==> src/tblr_pkg.sv <==
// shared types and constants for the tile background line renderer
// no dependencies
`default_nettype none

package tblr_pkg;

  localparam int VideoDepth    = 16384;
  localparam int ColourEntries = 32;
  localparam int RowWrapDef    = 224;

  localparam int AddrW   = 14;
  localparam int CidxW   = 5;
  localparam int ColourW = 12;

  localparam logic [AddrW-1:0] NameBaseRst = 14'd14336;

  // input commands
  localparam logic [1:0] CMD_SET_ADDR = 2'd0;
  localparam logic [1:0] CMD_WRITE    = 2'd1;
  localparam logic [1:0] CMD_RENDER   = 2'd2;

  // configuration register indexes
  localparam logic [2:0] REG_MODE0    = 3'd0;
  localparam logic [2:0] REG_MODE1    = 3'd1;
  localparam logic [2:0] REG_BACKDROP = 3'd2;
  localparam logic [2:0] REG_HSCROLL  = 3'd3;
  localparam logic [2:0] REG_VSCROLL  = 3'd4;
  localparam logic [2:0] REG_NAMEBASE = 3'd5;

  typedef struct packed {
    logic [7:0]       mode0;
    logic [7:0]       mode1;
    logic [3:0]       backdrop;
    logic [7:0]       hscroll;
    logic [7:0]       vscroll;
    logic [AddrW-1:0] name_base;
  } cfg_t;

  // one registered pixel on its way to the result ports
  typedef struct packed {
    logic       valid;
    logic [7:0] px;
    logic       shown;
    logic       prio;
    logic       vis;
    logic       last;
  } pix_t;

endpackage

`default_nettype wire

==> src/tblr_cram.sv <==
// colour memory: 32 entries of 12 bits, cleared by reset, registered read
// depends on tblr_pkg
`default_nettype none

module tblr_cram
  import tblr_pkg::*;
(
  input  wire logic               clk,
  input  wire logic               rst_n,
  input  wire logic               we,
  input  wire logic [CidxW-1:0]   waddr,
  input  wire logic [ColourW-1:0] wdata,
  input  wire logic [CidxW-1:0]   raddr,
  output logic      [ColourW-1:0] rdata
);

  logic [ColourW-1:0] mem [ColourEntries];

  always_ff @(posedge clk) begin
    if (!rst_n) begin
      for (int k = 0; k < ColourEntries; k++) begin
        mem[k] <= '0;
      end
    end else if (we) begin
      mem[waddr] <= wdata;
    end
    rdata <= mem[raddr];
  end

endmodule

`default_nettype wire

==> config.mk <==
export PLATFORM = sky130hd
export DESIGN_NAME = tblr_cram
export DESIGN_NICKNAME = d
export VERILOG_FILES = /design/src/tblr_pkg.sv /design/src/tblr_cram.sv
export SDC_FILE = /design/constraint.sdc
export NUM_CORES = 1
export LEC_CHECK = 0
export ABC_CLOCK_PERIOD_IN_PS = 4000
export BUFFER_PORTS_ARGS = -buffer_cell sky130_fd_sc_hd__buf_4
export CAP_MARGIN = 15
export CORE_MARGIN = 2
export CORE_UTILIZATION = 60
export CTS_CLUSTER_DIAMETER = 40
export CTS_CLUSTER_SIZE = 8
export DETAILED_ROUTE_END_ITERATION = 8
export MAX_ROUTING_LAYER = met4
export PLACE_DENSITY = 0.73
export SLEW_MARGIN = 20
export SYNTH_ARGS = -nofsm -noshare
export SYNTH_HDL_FRONTEND = slang
export SYNTH_SLANG_ARGS = --single-unit
==> constraint.sdc <==
create_clock -name clk -period 4 [get_ports clk]
set_input_delay 0.4 -clock clk [delete_from_list [all_inputs] [get_ports clk]]
set_output_delay 0.4 -clock clk [all_outputs]
set_load 0.01 [all_outputs]
==> reports/qor.csv <==
metric,value,unit
rsz0062_at_grt,no,
hold_depth,3,
tightest_slew,1.01,ns
yosys.area.top_type,edfxtp_1,
initial_core_util,0.613,
r2r_cells,5,
period_needed,2.20,ns
cts.sink_count,396,
grt_max_degree,63,
cap_violations,0,
fin_cells,1788,
gr-total-overflow,0,
cp-start-kind,primary input,
multiInputGateArea,0.00589,sq mm
dpl.cell_count,1708,
slew_violations,0,
slowest_stage,nor2_1,
port_buffers,36,
area_growth_syn_to_layout,11.4,%
ys_seq_area_frac,0.644,
synthAdderAreaFrac,0,
fp.dieArea,0.0319,sq mm
cts_resized,0,
fillCellCount,2123,
antennaDiodeCount,0,
cp_cell_sequence,buf_4 > nand4b_1 > nor2_1 > and2_1,
synth_top_area_frac,0.631,
nNetsFinal,1402,
timing.final.crit_share,0.550,
vdd_ir_drop_max,0.393,mV
gp_congestion,0.793,
synth_area,0.0183,sq mm
antenna_found_initial,0,
cts_setup_buffers,0,
synth_xor_area_frac,0,
drive_gt1_frac,0.109,
cp-end-kind,flop,
wire_per_inst,23.1,um
finClkSkew,0.0118,ns
setup_slack,1.80,ns
syn_nets,1389,
dpl_worst_slack,1.28,ns
critPathMaxStageDelay,0.96,ns
synth-compound-area-share,0.0507,
die_w,178,um
vias,10772,
hold_path_class,primary input to flop,
insertion_delay,0.56,ns
max_freq,454,MHz
ys_warn_count,0,
dp_hpwl,25400,um
syn_inst,1364,
routed_wl,41400,um
post_dp_cell_area,0.0188,sq mm
outcome,"finished, final reports clean",
fp-row-count,63,
synth_seq_cells,396,
cts_buffer_depth,3,
fin_area,0.0204,sq mm
io_pins,37,
setup_viol,0,
synth_top_family_by_area,simple AND/OR/NAND/NOR gates,
die_h,178,um
viasPerCell,6.02,
arrival,2.63,ns
cts_root_buf,clkbuf_16,
synth_area_leaders,"edfxtp_1 (63%), and2_1 (13%), mux2i_1 (11%)",
ys_types,29,
hold_buffers,0,
relSlewSlack,0.322,
critPathRequiredTime,4.43,ns
cts_tree,yes,
grt_pass1_vias,10548,
numCtsBuffers,57,
regArea,0.0118,sq mm
core,0.0298,sq mm
grt_util_all_layers,0.276,
grt_pass1_wl,63000,um
cts_max_level,2,
synthMuxAreaShare,0.105,
crit_type,primary input to flop,
final_hold_viol_count,0,
first_pass_iters,5,
ant_nets,0,
drcViolationCount,0,
p_leak,7.66,nW
drt-initial-drc-count,1221,
holdWs,0.273,ns
power_density,482,mW/mm^2
avgSynthCellArea,13.4,sq um
path_max_fanout,35,
synth-simple-area-share,0.165,
fin_tns_setup,0,ns
clk_pin_slew,0.05,ns
==> synth_stat cells, drive strengths merged <==
| library cell | instances |
|---|---|
| clkbuf | 94 |
| nor2 | 35 |
| o21ai | 32 |
| nand2b | 2 |
| nand3b | 3 |
| a22o | 24 |
| or3 | 2 |
| nand4 | 13 |
| nor3 | 12 |
| or3b | 2 |
| nor2b | 2 |
| and2 | 385 |
| edfxtp | 384 |
| a31oi | 12 |
| nand3 | 25 |
| buf | 32 |
| nand4b | 1 |
| nand2 | 27 |
| a22oi | 48 |
| dfxtp | 12 |
| mux2i | 192 |
| a21oi | 24 |
| or2 | 1 |
==> layout make-up <==
type	instances	area share
sequential	396	0.578
timing repair buffer	80	0.0305
multi-input combinational	842	0.289
tap	390	0.0240
clock inverter	6	0.00148
clock buffer	74	0.0763
==> through the flow <==
| step | total power [W] | utilization |
|---|---|---|
| 2_1_floorplan | 0.00533 | - |
| 3_3_place_gp | 0.00559 | 0.630 |
| 3_5_place_dp | 0.00561 | 0.630 |
| 4_1_cts | 0.00985 | 0.683 |
| 5_1_grt | 0.0101 | 0.683 |
| 6_report | 0.00981 | 0.683 |
==> power by group <==
| group | internal (W) | leakage (nW) | switching (W) |
|---|---|---|---|
| clock network | 0.00265 | 0.774 | 0.00162 |
| registers | 0.00479 | 3.75 | 0.0000661 |
| logic | 0.000236 | 3.13 | 0.000452 |
==> sequential cells by signal, indices dropped and copies added (netlist names) <==
| register | flops |
|---|---|
| mem | 384 |
| rdata | 12 |
==> critical path: cells and delay by family <==
kind	cells	cell delay [ns]
buffers and inverters	1	0.30
AND/OR/NAND/NOR	3	1.91
==> path summary, 6_finish.rpt <==
check	from	end	slack [ns]
max reg2reg	mem[7][6]	rdata[6]	2.47
max	rst_n	mem[10][5]	1.80
min reg2reg	mem[9][1]	rdata[1]	0.62
min	raddr[3]	rdata[1]	0.27
==> metal layers <==
metal / global-route usage / wire (um)
met4: 0.0772 / 1020
met3: 0.0390 / 3290
met5: - / 0
met2: 0.415 / 19000
met1: 0.399 / 18100
==> placed cells by master (no fill, tap or decap), drive strengths merged <==
cell,n
buf,80
nor3,12
a31oi,12
edfxtp,384
o21ai,32
and2,385
a22o,24
or3b,2
nand4b,1
mux2i,192
nand2,27
a21oi,24
nand3,25
nor2,35
nand4,13
or3,2
clkinv,5
inv,1
dfxtp,12
or2,1
a22oi,48
nand3b,3
nand2b,2
clkbuf,74
nor2b,2
==> cells by family after synthesis <==
logic type,Yosys count
and+or+nand+nor,510
DFF,396
muxes,192
AOI/OAI and AO/OA,140
buffers and inverters,126
No activity file was read; power rests on OpenSTA's default activity.
