<file path="src/tblr_pkg.sv">
// shared types and constants for the tile background line renderer
// no dependencies
`default_nettype none

package tblr_pkg;

  localparam int VideoDepth    = 16384;
  localparam int ColourEntries = 32;
  localparam int RowWrapDef    = 224;

  localparam int AddrW   = 14;
  localparam int CidxW   = 5;
  localparam int ColourW = 12;

  localparam logic [AddrW-1:0] NameBaseRst = 14'd14336;

  // input commands
  localparam logic [1:0] CMD_SET_ADDR = 2'd0;
  localparam logic [1:0] CMD_WRITE    = 2'd1;
  localparam logic [1:0] CMD_RENDER   = 2'd2;

  // configuration register indexes
  localparam logic [2:0] REG_MODE0    = 3'd0;
  localparam logic [2:0] REG_MODE1    = 3'd1;
  localparam logic [2:0] REG_BACKDROP = 3'd2;
  localparam logic [2:0] REG_HSCROLL  = 3'd3;
  localparam logic [2:0] REG_VSCROLL  = 3'd4;
  localparam logic [2:0] REG_NAMEBASE = 3'd5;

  typedef struct packed {
    logic [7:0]       mode0;
    logic [7:0]       mode1;
    logic [3:0]       backdrop;
    logic [7:0]       hscroll;
    logic [7:0]       vscroll;
    logic [AddrW-1:0] name_base;
  } cfg_t;

  // one registered pixel on its way to the result ports
  typedef struct packed {
    logic       valid;
    logic [7:0] px;
    logic       shown;
    logic       prio;
    logic       vis;
    logic       last;
  } pix_t;

endpackage

`default_nettype wire

</file>
<file path="src/tblr_render.sv">
// column render sequencer: row reduction, name and bitplane fetches, pixel stage
// depends on tblr_pkg
`default_nettype none

module tblr_render
  import tblr_pkg::*;
#(
  parameter int ROW_WRAP = RowWrapDef
) (
  input  wire logic             clk,
  input  wire logic             rst_n,
  input  wire logic             go,
  input  wire logic [7:0]       line,
  input  wire logic [4:0]       column,
  input  wire cfg_t             cfg,
  input  wire logic [7:0]       vram_rdata,
  output logic                  busy,
  output logic      [AddrW-1:0] vram_raddr,
  output logic      [CidxW-1:0] cram_raddr,
  output pix_t                  pix_r
);

  localparam logic [8:0] RowWrap = 9'(ROW_WRAP);

  typedef enum logic [6:0] {
    S_IDLE  = 7'b0000001,
    S_MOD   = 7'b0000010,
    S_NAME  = 7'b0000100,
    S_ATTR  = 7'b0001000,
    S_WAIT  = 7'b0010000,
    S_PLANE = 7'b0100000,
    S_PIX   = 7'b1000000
  } state_t;

  state_t     state_r, state_nxt;
  logic [8:0] cur_r;
  logic [7:0] x0_r;
  logic [7:0] line_r;
  logic [4:0] column_r;
  logic [7:0] tile_r;
  logic [7:0] attrib_r;
  logic [7:0] plane_r [4];
  logic [2:0] cnt_r;

  logic [8:0]       sum_start;
  logic [7:0]       hs_start;
  logic [AddrW-1:0] name_addr;
  logic [2:0]       row;
  logic [2:0]       bitsel;
  logic [3:0]       idx;
  logic [7:0]       px;
  logic             drawn;
  logic             shown;
  logic             blank_left;

  assign busy = (state_r != S_IDLE);

  always_comb begin
    if (cfg.mode0[6] && line <= 8'd15) begin
      hs_start = 8'd0;
    end else begin
      hs_start = cfg.hscroll;
    end
    if (column >= 5'd24 && cfg.mode0[7]) begin
      sum_start = {1'b0, line};
    end else begin
      sum_start = {1'b0, line} + {1'b0, cfg.vscroll};
    end
  end

  assign name_addr = cfg.name_base + {3'b0, cur_r[7:3], 6'b0} + {8'b0, column_r, 1'b0};
  assign row       = attrib_r[2] ? ~cur_r[2:0] : cur_r[2:0];

  always_comb begin
    case (state_r)
      S_ATTR:  vram_raddr = name_addr + 14'd1;
      S_PLANE: vram_raddr = {attrib_r[0], tile_r, row, cnt_r[1:0]};
      default: vram_raddr = name_addr;
    endcase
  end

  // pixel datapath
  assign bitsel     = attrib_r[1] ? cnt_r : ~cnt_r;
  assign idx        = {plane_r[3][bitsel], plane_r[2][bitsel],
                       plane_r[1][bitsel], plane_r[0][bitsel]};
  assign px         = x0_r + {5'b0, cnt_r};
  assign drawn      = (line_r >= 8'd24) && (line_r <= 8'd167);
  assign shown      = drawn && cfg.mode1[6];
  assign blank_left = cfg.mode0[5] && (px < 8'd8);
  assign cram_raddr = blank_left ? {1'b1, cfg.backdrop} : {attrib_r[3], idx};

  always_comb begin
    state_nxt = state_r;
    case (state_r)
      S_IDLE: begin
        if (go) state_nxt = S_MOD;
      end
      S_MOD: begin
        if (cur_r < RowWrap) state_nxt = S_NAME;
      end
      S_NAME:  state_nxt = S_ATTR;
      S_ATTR:  state_nxt = S_WAIT;
      S_WAIT:  state_nxt = S_PLANE;
      S_PLANE: begin
        if (cnt_r == 3'd4) state_nxt = S_PIX;
      end
      S_PIX: begin
        if (cnt_r == 3'd7) state_nxt = S_IDLE;
      end
      default: state_nxt = S_IDLE;
    endcase
  end

  always_ff @(posedge clk) begin
    if (!rst_n) begin
      state_r     <= S_IDLE;
      cnt_r       <= '0;
    end else begin
      state_r     <= state_nxt;
      if (state_r == S_WAIT || (state_r == S_PLANE && cnt_r == 3'd4)) begin
        cnt_r <= '0;
      end else if (state_r == S_PLANE || state_r == S_PIX) begin
        cnt_r <= cnt_r + 3'd1;
      end
    end
  end

  always_ff @(posedge clk) begin
    case (state_r)
      S_IDLE: begin
        line_r   <= line;
        column_r <= column;
        x0_r     <= hs_start + {column, 3'b0};
        cur_r    <= sum_start;
      end
      // shared compare and subtract, one step a cycle
      S_MOD: begin
        if (cur_r >= RowWrap) cur_r <= cur_r - RowWrap;
      end
      S_ATTR:  tile_r <= vram_rdata;
      S_WAIT:  attrib_r <= vram_rdata;
      S_PLANE: begin
        if (cnt_r != 3'd0) plane_r[2'(cnt_r - 3'd1)] <= vram_rdata;
      end
      default: ;
    endcase
    pix_r.valid <= rst_n && (state_r == S_PIX);
    pix_r.px    <= px;
    pix_r.shown <= shown;
    pix_r.prio  <= shown && attrib_r[4] && (idx != 4'd0);
    pix_r.vis   <= drawn && (px >= 8'd48) && (px <= 8'd207);
    pix_r.last  <= (cnt_r == 3'd7);
  end

endmodule

`default_nettype wire

</file>
<file path="config.mk">
export PLATFORM = sky130hd
export DESIGN_NAME = tblr_render
export DESIGN_NICKNAME = d
export VERILOG_FILES = /design/src/tblr_pkg.sv /design/src/tblr_render.sv
export SDC_FILE = /design/constraint.sdc
export NUM_CORES = 1
export LEC_CHECK = 0
export BUFFER_PORTS_ARGS = -buffer_cell sky130_fd_sc_hd__clkbuf_2
export CAP_MARGIN = 20
export CORE_ASPECT_RATIO = 1.75
export CORE_MARGIN = 5
export CORE_UTILIZATION = 56
export DETAILED_ROUTE_END_ITERATION = 10
export PLACE_DENSITY = 0.81
export SYNTH_ARGS = -nofsm -noshare
export SYNTH_HDL_FRONTEND = slang
export SYNTH_SLANG_ARGS = --single-unit
</file>
<file path="constraint.sdc">
create_clock -name clk -period 5 [get_ports clk]
set_clock_uncertainty 0.15 [all_clocks]
set_input_delay 0.25 -clock clk [delete_from_list [all_inputs] [get_ports clk]]
set_output_delay 0.25 -clock clk [all_outputs]
set_load 0.01 [all_outputs]
</file>
==> impl_metrics.toml, run 1 <==
[outcome]
status = "complete, no violations"

[timing]
post-route-period-util_pct = 77.38
rsz0062_at_grt = "no"
fin_setup_tns_ns = 0
max_freq_mhz = 258.5
tightest_slew_ns = 0.9710
hold_violations = 0
fin_ws_ns = 1.131
period_needed_ns = 3.869
slew_viol_final = 0
maxSlewHeadroom_pct = 35.03
hold-worst-slack_ns = 0.007632
finalSetupViolations = 0

[power_and_ir_drop]
p_total_mw = 2.527
ir_drop_v = 0.0002106
power.leakage_nw = 2.712
seq_power_share_pct = 40.2
p_comb_share_pct = 31.5
pwr-share-clk_pct = 28.4
p_int_mw = 1.723
p_sw_share_pct = 31.81
p_per_area_nw_per_um2 = 395.5
p_switching_uw = 804.0

[drt]
wl_met2_mm = 6.975
drc = 0
via_per_inst = 5.727
met3_length_um = 590
dr.pass1.iters = 5
met1Wirelength_mm = 4.279
via_count = 4089
dr.max_layer_used = "met4"
initialDrtViolationCount = 219
wl_per_cell_um = 17.28
ant_nets = 0
drt-total-wl_mm = 12.34

[final_layout]
layout_common_cells = "95 x clkbuf_2, 72 x edfxtp_1, 34 x nand2_1, 34 x ha_1, 33 x nor2_1"
final_layout_size_suffix_gt1_share_pct = 21.66
fin_cells = 714
fin_area_um2 = 6390
multi_input_area_um2 = 2633
final_util_pct = 67.49
fill_cells = 733
seq_area_um2 = 2623
layout_commonest_cell = "clkbuf_2"
nets = 698
areaGrowthSynthToFinish_pct = 17.62

[clock_network]
cts_tree = "done"
cts.htree.levels = 3
insertion_delay_ns = 0.34
clkTransAtPathRegs_ns = 0.07
clock_path_buffers = 2
cts.sinks = 95
numCtsBuffers = 9
cts_setup_buffers = 0
cts-root-buf = "clkbuf_16"

[global_route]
antenna_found_initial = 0
grt_max_degree = 20
grt_overflow = 0
grt_pass1_vias = 4133
grt_usage_pct = 21.31
grt_pass1_wl_mm = 19.70

[logic_synthesis]
ys_seq_area_share_pct = 48.27
synth_nets = 595
synth_edf_count = 72
synth_cells = 483
avgSynthCellArea_um2 = 11.25
synth_cell_types = 58
yosys_warnings = 0
ys_seq_elements = 95
synthesis.area_um2 = 5433
synth_flop_cell = "edfxtp_1"
synth-async-reset-ratio_pct = 0

[critical_path]
r2r_slack_ns = 2.21
cp_data_required_time_ns = 4.60
critPathLaunchType = "flip-flop"
worstSetupPathType = "reg -> out"
worstPathMaxFanout = 4
worstSetupEndpointType = "primary output"
worst_ep_arrival_time_ns = 3.47
crit_start = "column_r[0]$_DFFE_PP_"
timing.rr.start = "state_r[4]$_SDFFE_PN0P_"

[floorplan]
rows = 47
dieWidth_um = 84.46
die-area_um2 = 11850
die_h_um = 140.3
start_util_pct = 57.38
core_area_um2 = 9468
io_pins = 107

[place]
gp_congestion = 0.8439
placed_area_um2 = 5991
dp_slack_ns = 1.482
dp_cells = 688
dpl.hpwl_mm = 9.481
port_buffers = 94

[run]
maxCapViolations = 0

[min_path]
hold_path.startpoint = "cfg[40]"
worstHoldPathType = "in -> reg"
-- cell usage after synthesis, types with 9 or more instances --
master | n | area share (%)
xnor2_1 | 23 | 3.7
o21ai_0 | 24 | 2.2
nor2_1 | 33 | 2.3
a22oi_1 | 11 | 1.5
xor2_1 | 18 | 2.9
nor2b_1 | 11 | 1.3
edfxtp_1 | 72 | 40
nand2_1 | 34 | 2.3
nand3_1 | 9 | 0.83
dfxtp_1 | 23 | 8.5
a21oi_1 | 25 | 2.3
ha_1 | 34 | 7.8
inv_1 | 30 | 2.1
mux2i_1 | 12 | 2.2
-- flip-flops by register name (all words and copies together), names as in the netlist --
signal / flops
state_r: 7
cur_r: 9
attrib_r: 5
x0_r: 8
tile_r: 8
column_r: 5
plane_r: 32
pix_r: 13
line_r: 5
cnt_r: 3
-- power by group through the flow --
stage	Sequential, mW	Combinational (mW)	Clock [mW]
after floorplan	1.02	0.562	0
after global placement	1.03	0.761	0
after detailed placement	1.03	0.782	0
after CTS	1.02	0.794	0.727
after global routing	1.02	0.875	0.763
final	1.02	0.795	0.716
-- layer usage --
layer | up-vias | global-route usage, %
met5 | - | 0
met4 | 0 | 11.34
met3 | 28 | 3.408
met2 | 130 | 40.63
met1 | 1940 | 21.66
li1 | 1991 | -
-- cell type report --
type / instances / area share [%]
diodes: 1 / 0.03916
clock buffers: 10 / 3.583
clock inverters: 6 / 1.332
inverters: 30 / 1.762
multi-input cells: 347 / 41.20
flip-flops and latches: 95 / 41.04
well taps: 122 / 2.389
repair buffers: 103 / 8.655
-- worst max-delay path, stage by stage (launching register included) --
cell and delay [ns]:
edfxtp_1 0.37, ha_1 0.22, fa_1 0.45, a21o_1 0.23
a311o_1 0.44, a211oi_4 0.34, and2_4 0.22, nand4_4 0.11
or4_1 0.52, nand3_1 0.10, clkbuf_2 0.13
-- what timing repair did --
item,4_1_cts,5_1_grt
hold buffers,6,1
resized for setup,0,0
hold endpoints to repair,10,1
endpoints found under the setup margin,0,0
-- path summary, 6_finish.rpt --
kind,end,cells past startpoint
worst min register to register,pix_r[2]$_DFF_P_,1
worst max-delay path,vram_raddr[12],10
worst max register to register,state_r[0]$_SDFFE_PN1P_,8
worst min-delay path,pix_r[3]$_DFF_P_,2
-- cell families after synthesis --
family | Yosys count | share of synthesized area (%)
multiplexers | 20 | 5.527
flip-flops | 95 | 48.27
buffers and inverters | 41 | 3.270
AO/OA/AOI/OAI | 111 | 14.07
adder cells (fa/ha/maj) | 38 | 9.305
AND/OR/NAND/NOR | 137 | 12.94
XOR/XNOR | 41 | 6.610
(Power assumes the default switching activity.)
==> inputs of run 2 (changes only) <==
- clock period: 5 -> 3.9 ns (I/O delays scaled with it)
==> impl_metrics.toml, run 2 (same netlist as run 1, synthesis figures left out) <==
[place]
dpl.hpwl_mm = 9.868
port_buffers = 94
dp_cells = 692
dp_slack_ns = 0.4117
gp_congestion = 0.8126

[final_layout]
multi_input_area_um2 = 2645
final_util_pct = 69.23
nets = 714
fin_cells = 729
largest_register_ffs = 32
fill_cells = 705
layout_common_cells = "94 x clkbuf_2, 72 x edfxtp_1, 34 x nand2_1, 34 x ha_1, 33 x nor2_1"
largestRegisters = "plane_r x32, pix_r x13, cur_r x9"
final_layout_size_suffix_gt1_share_pct = 22.08
largest_register = "plane_r"
seq_area_um2 = 2623
areaGrowthSynthToFinish_pct = 20.66
diodes = 0
layout_commonest_cell = "clkbuf_2"

[critical_path]
critPathLaunchType = "flip-flop"
crit_start = "column_r[0]$_DFFE_PP_"
worst_ep_arrival_time_ns = 3.44
timing.rr.start = "state_r[3]$_SDFFE_PN0P_"
worstSetupPathType = "reg -> out"
worstPathMaxFanout = 4
cp_data_required_time_ns = 3.56
worstSetupEndpointType = "primary output"

[clock_network]
cts-root-buf = "clkbuf_16"
cts.htree.levels = 3
clock_path_buffers = 2
cts.sinks = 95
numCtsBuffers = 9
cts_tree = "done"
clkTransAtPathRegs_ns = 0.07
insertion_delay_ns = 0.34

[power_and_ir_drop]
p_sw_share_pct = 32.51
seq_power_share_pct = 39.7
pwr-share-clk_pct = 28.0
p_comb_share_pct = 32.4
ir_drop_v = 0.0003509
p_int_mw = 2.212
power.leakage_nw = 2.786
p_switching_mw = 1.065
p_per_area_nw_per_um2 = 499.9

[min_path]
worstHoldPathType = "in -> reg"
hold_path.startpoint = "vram_rdata[3]"

[timing]
period_needed_ns = 3.781
post-route-period-util_pct = 96.94
finalSetupViolations = 0
tightest_slew_ns = 0.9664
slew_viol_final = 0
fin_ws_ns = 0.1193
max_freq_mhz = 264.5
hold_violations = 0
maxSlewHeadroom_pct = 35.34

[drt]
drt-total-wl_mm = 12.78
wl_per_cell_um = 17.53
via_count = 4191
initialDrtViolationCount = 235
via_per_inst = 5.749
dr.pass1.iters = 4
drc = 0
ant_nets = 0

[global_route]
antenna_found_initial = 0
grt_usage_pct = 22.36
grt_max_degree = 20
grt_pass1_wl_mm = 20.91
grt_overflow = 0
grt_pass1_vias = 4374

[floorplan]
die-area_um2 = 11850
io_pins = 107
core_area_um2 = 9468
start_util_pct = 57.38
die_h_um = 140.3
rows = 47
dieWidth_um = 84.46

[run]
maxCapViolations = 0

[outcome]
status = "complete, no violations"
## run 2: cell types whose count changed in the layout (fill, tap and decap cells not counted), sizes merged
| cell | before | now |
|---|---|---|
| dlygate4sd3 | 7 | 20 |
| buf | 1 | 5 |
| inv | 31 | 34 |
| clkinv | 2 | 0 |
| bufinv | 2 | 1 |
| clkinvlp | 1 | 0 |
| diode | 1 | 0 |
## run 2: power groups by stage
stage | Combinational, mW | Clock, mW | Sequential [mW]
3_5_place_dp | 1.02 | 0 | 1.32
5_1_grt | 1.16 | 0.973 | 1.31
6_report | 1.06 | 0.916 | 1.30
2_1_floorplan | 0.721 | 0 | 1.31
3_3_place_gp | 0.977 | 0 | 1.32
4_1_cts | 1.04 | 0.928 | 1.30
## run 2: per-layer routing
layer	GRT usage [%]	up-vias	routed length (um)
met5	0	-	0
met3	3.819	28	580
met1	22.60	2015	4352
met2	43.30	125	7364
li1	-	2023	-
met4	10.51	0	479
## run 2: area by class of cell
class / count / area share, %
Clock inverter: 5 / 0.9162
Tap cell: 122 / 2.329
Sequential cell: 95 / 40.01
Inverter: 30 / 1.718
Timing Repair Buffer: 119 / 10.80
Multi-Input combinational cell: 347 / 40.35
Clock buffer: 11 / 3.875
## run 2: path summary, 6_finish.rpt
kind	end	cells after the start	slack, ns
worst max-delay path	vram_raddr[12]	10	0.12
worst min-delay path	tile_r[3]$_DFFE_PP_	1	0.01
worst max register to register	state_r[0]$_SDFFE_PN1P_	7	1.03
worst min register to register	pix_r[2]$_DFF_P_	1	0.33
## run 2: timing repair
item	4_1_cts	5_1_grt
hold endpoints to repair	41	0
gates resized for setup	0	3
endpoints found under the setup margin	0	2
setup buffers	0	1
hold buffers	20	0
## run 2: metrics by stage
stage / power (mW) / setup TNS (ns) / hold WS (ns) / cell area, um^2
2_1_floorplan: 2.031 / 0 / 0.1339 / 5433
3_3_place_gp: 2.293 / 0 / 0.2671 / 6021
3_5_place_dp: 2.337 / 0 / 0.2670 / 6021
4_1_cts: 3.267 / 0 / 0.002029 / 6535
5_1_grt: 3.444 / -0.002872 / 0.004573 / 6555
6_report: 3.277 / 0 / 0.01211 / 6555
## run 2: worst max-delay path, stage by stage (launching register included)
cell and delay [ns]:
edfxtp_1 0.38, ha_1 0.23, fa_1 0.46, a21o_1 0.24, a311o_1 0.45, a211oi_4 0.27, and2_4 0.20, nand4_4 0.11
or4_1 0.51, nand3_1 0.10, clkbuf_2 0.13
==> inputs of run 3 (changes only) <==
--- a/config.mk
+++ b/config.mk
@@ -8,3 +8,3 @@
 export BUFFER_PORTS_ARGS = -buffer_cell sky130_fd_sc_hd__clkbuf_2
-export CAP_MARGIN = 20
+export CAP_MARGIN = 40
 export CORE_ASPECT_RATIO = 1.75
==> constraint.sdc (replaced) <==
create_clock -name clk -period 3.9 [get_ports clk]
set_clock_uncertainty 0.15 [all_clocks]
set_input_delay 0.78 -clock clk [delete_from_list [all_inputs] [get_ports clk]]
set_output_delay 0.78 -clock clk [all_outputs]
set_load 0.01 [all_outputs]
==> impl_metrics.toml, run 3 (same netlist as run 1, synthesis figures left out) <==
[outcome]
status = "finished with violations"
violations = "setup timing"

[clock_network]
cts-root-buf = "clkbuf_16"
hold_buffers = 0
insertion_delay_ns = 0.33
cts.htree.levels = 3
clock_path_buffers = 2
clkTransAtPathRegs_ns = 0.06
numCtsBuffers = 9
cts_tree = "done"
cts.sinks = 95

[floorplan]
core_area_um2 = 9468
rows = 47
die-area_um2 = 11850
io_pins = 107
dieWidth_um = 84.46
start_util_pct = 57.38
die_h_um = 140.3

[final_layout]
layout_common_cells = "87 x clkbuf_2, 72 x edfxtp_1, 52 x buf_4, 34 x nand2_1, 33 x nor2_1"
multi_input_area_um2 = 2786
areaGrowthSynthToFinish_pct = 26.26
layout_commonest_cell = "clkbuf_2"
largestRegisters = "plane_r x32, pix_r x13, cur_r x9"
seq_area_um2 = 2623
diodes = 0
nets = 743
fin_cells = 758
largest_register_ffs = 32
fill_cells = 683
final_layout_size_suffix_gt1_share_pct = 31.29
largest_register = "plane_r"

[timing]
slew_viol_final = 0
fin_ws_ns = -0.2112
post-route-period-util_pct = 105.4
hold_violations = 0
period_needed_ns = 4.111
rsz0062_at_grt = "yes"
max_freq_mhz = 243.2
tightest_slew_ns = 0.9425
finalSetupViolations = 5
maxSlewHeadroom_pct = 36.93

[critical_path]
cp_top_family = "compound AO/OA/AOI/OAI gates"
critPathLaunchType = "primary input"
worstSetupPathType = "in -> out"
cp.depth = 11
crit_start = "cfg[1]"
cp_slowest_stage_delay_ns = 0.44
worstSetupEndpointType = "primary output"
cp_cell_sequence = "buf_6 -> ha_4 -> fa_2 -> a21o_1 -> a311o_2 -> a211oi_4 -> and2_4 -> nand4_4 -> or4_4 -> nand3_2 -> buf_6"
crit_end = "vram_raddr[12]"
ff2ff_path_depth = 5
critical_path.slowest_cell = "or4_4"
worstPathMaxFanout = 4
worst_ep_arrival_time_ns = 3.18
crit_buf_inv = 2
worst_path_most_repeated_cell = "buf_6"
rr_endpoint = "plane_r[0][7]$_DFFE_PP_"
r2r_slack_ns = 1.42
cp_data_required_time_ns = 2.97
timing.rr.start = "state_r[3]$_SDFFE_PN0P_"

[place]
dp_cells = 737
dpl.hpwl_mm = 10.42
port_buffers = 94
gp_congestion = 0.8341
dp_slack_ns = -0.4130

[drt]
initialDrtViolationCount = 250
drt-total-wl_mm = 13.38
wl_per_cell_um = 17.66
via_count = 4332
ant_nets = 0
dr.pass1.iters = 4
drc = 0
via_per_inst = 5.715

[global_route]
grt_pass1_vias = 4576
antenna_found_initial = 0
grt_pass1_wl_mm = 21.38
grt_max_degree = 20
grt_usage_pct = 22.86
grt_overflow = 0

[run]
maxCapViolations = 0

[power_and_ir_drop]
power.leakage_nw = 2.964
p_per_area_nw_per_um2 = 508.8
ir_drop_v = 0.0003334

[min_path]
hold_depth = 1
worstHoldPathType = "reg -> reg"
run 3: metrics by stage:
| stage | setup TNS [ns] | area, um^2 | utilization (%) | power (mW) | hold slack [ns] |
|---|---|---|---|---|---|
| after floorplan | -0.1687 | 5463 | - | 2.043 | 0.2933 |
| after detailed placement | -1.835 | 6389 | 67.48 | 2.543 | 0.3070 |
| after global placement | -1.285 | 6389 | 67.48 | 2.492 | 0.3054 |
| after CTS | -0.8096 | 6739 | 71.18 | 3.426 | 0.3208 |
| final | -0.7515 | 6859 | 72.45 | 3.490 | 0.3156 |
| after global routing | -1.189 | 6859 | 72.45 | 3.665 | 0.3581 |
run 3: cell type report:
| type | count | area share [%] |
|---|---|---|
| clock buffers | 10 | 3.338 |
| clock inverters | 6 | 0.8756 |
| inverters | 30 | 1.642 |
| multi-input cells | 347 | 40.62 |
| flip-flops and latches | 95 | 38.23 |
| well taps | 122 | 2.225 |
| repair buffers | 148 | 13.06 |
run 3: where the power goes:
part,switching (mW),internal [mW]
sequential,0.0750,1.23
clock,0.357,0.495
combinational,0.710,0.624
run 3: worst min path at each step:
stage	start	endpoint	slack, ns
after floorplan	attrib_r[4]$_DFFE_PP_	pix_r[2]$_DFF_P_	0.29
after global placement	attrib_r[4]$_DFFE_PP_	pix_r[2]$_DFF_P_	0.31
after detailed placement	attrib_r[4]$_DFFE_PP_	pix_r[2]$_DFF_P_	0.31
after CTS	attrib_r[4]$_DFFE_PP_	pix_r[2]$_DFF_P_	0.32
after global routing	attrib_r[4]$_DFFE_PP_	pix_r[2]$_DFF_P_	0.36
final	attrib_r[4]$_DFFE_PP_	pix_r[2]$_DFF_P_	0.32
run 3: timing repair:
item / in CTS / in global routing
gates resized for setup: 11 / 25
pin swaps: 11 / 8
buffers inserted: 3 / 2
setup endpoints to repair: 7 / 13
run 3: metal layers:
layer / global-route usage [%] / share of wire, % / up-vias
met1: 22.04 / 33 / 2052
met4: 12.59 / 5.0 / 0
li1: - / - / 2079
met2: 45.05 / 57 / 158
met3: 3.114 / 5.0 / 43
met5: 0 / 0 / -
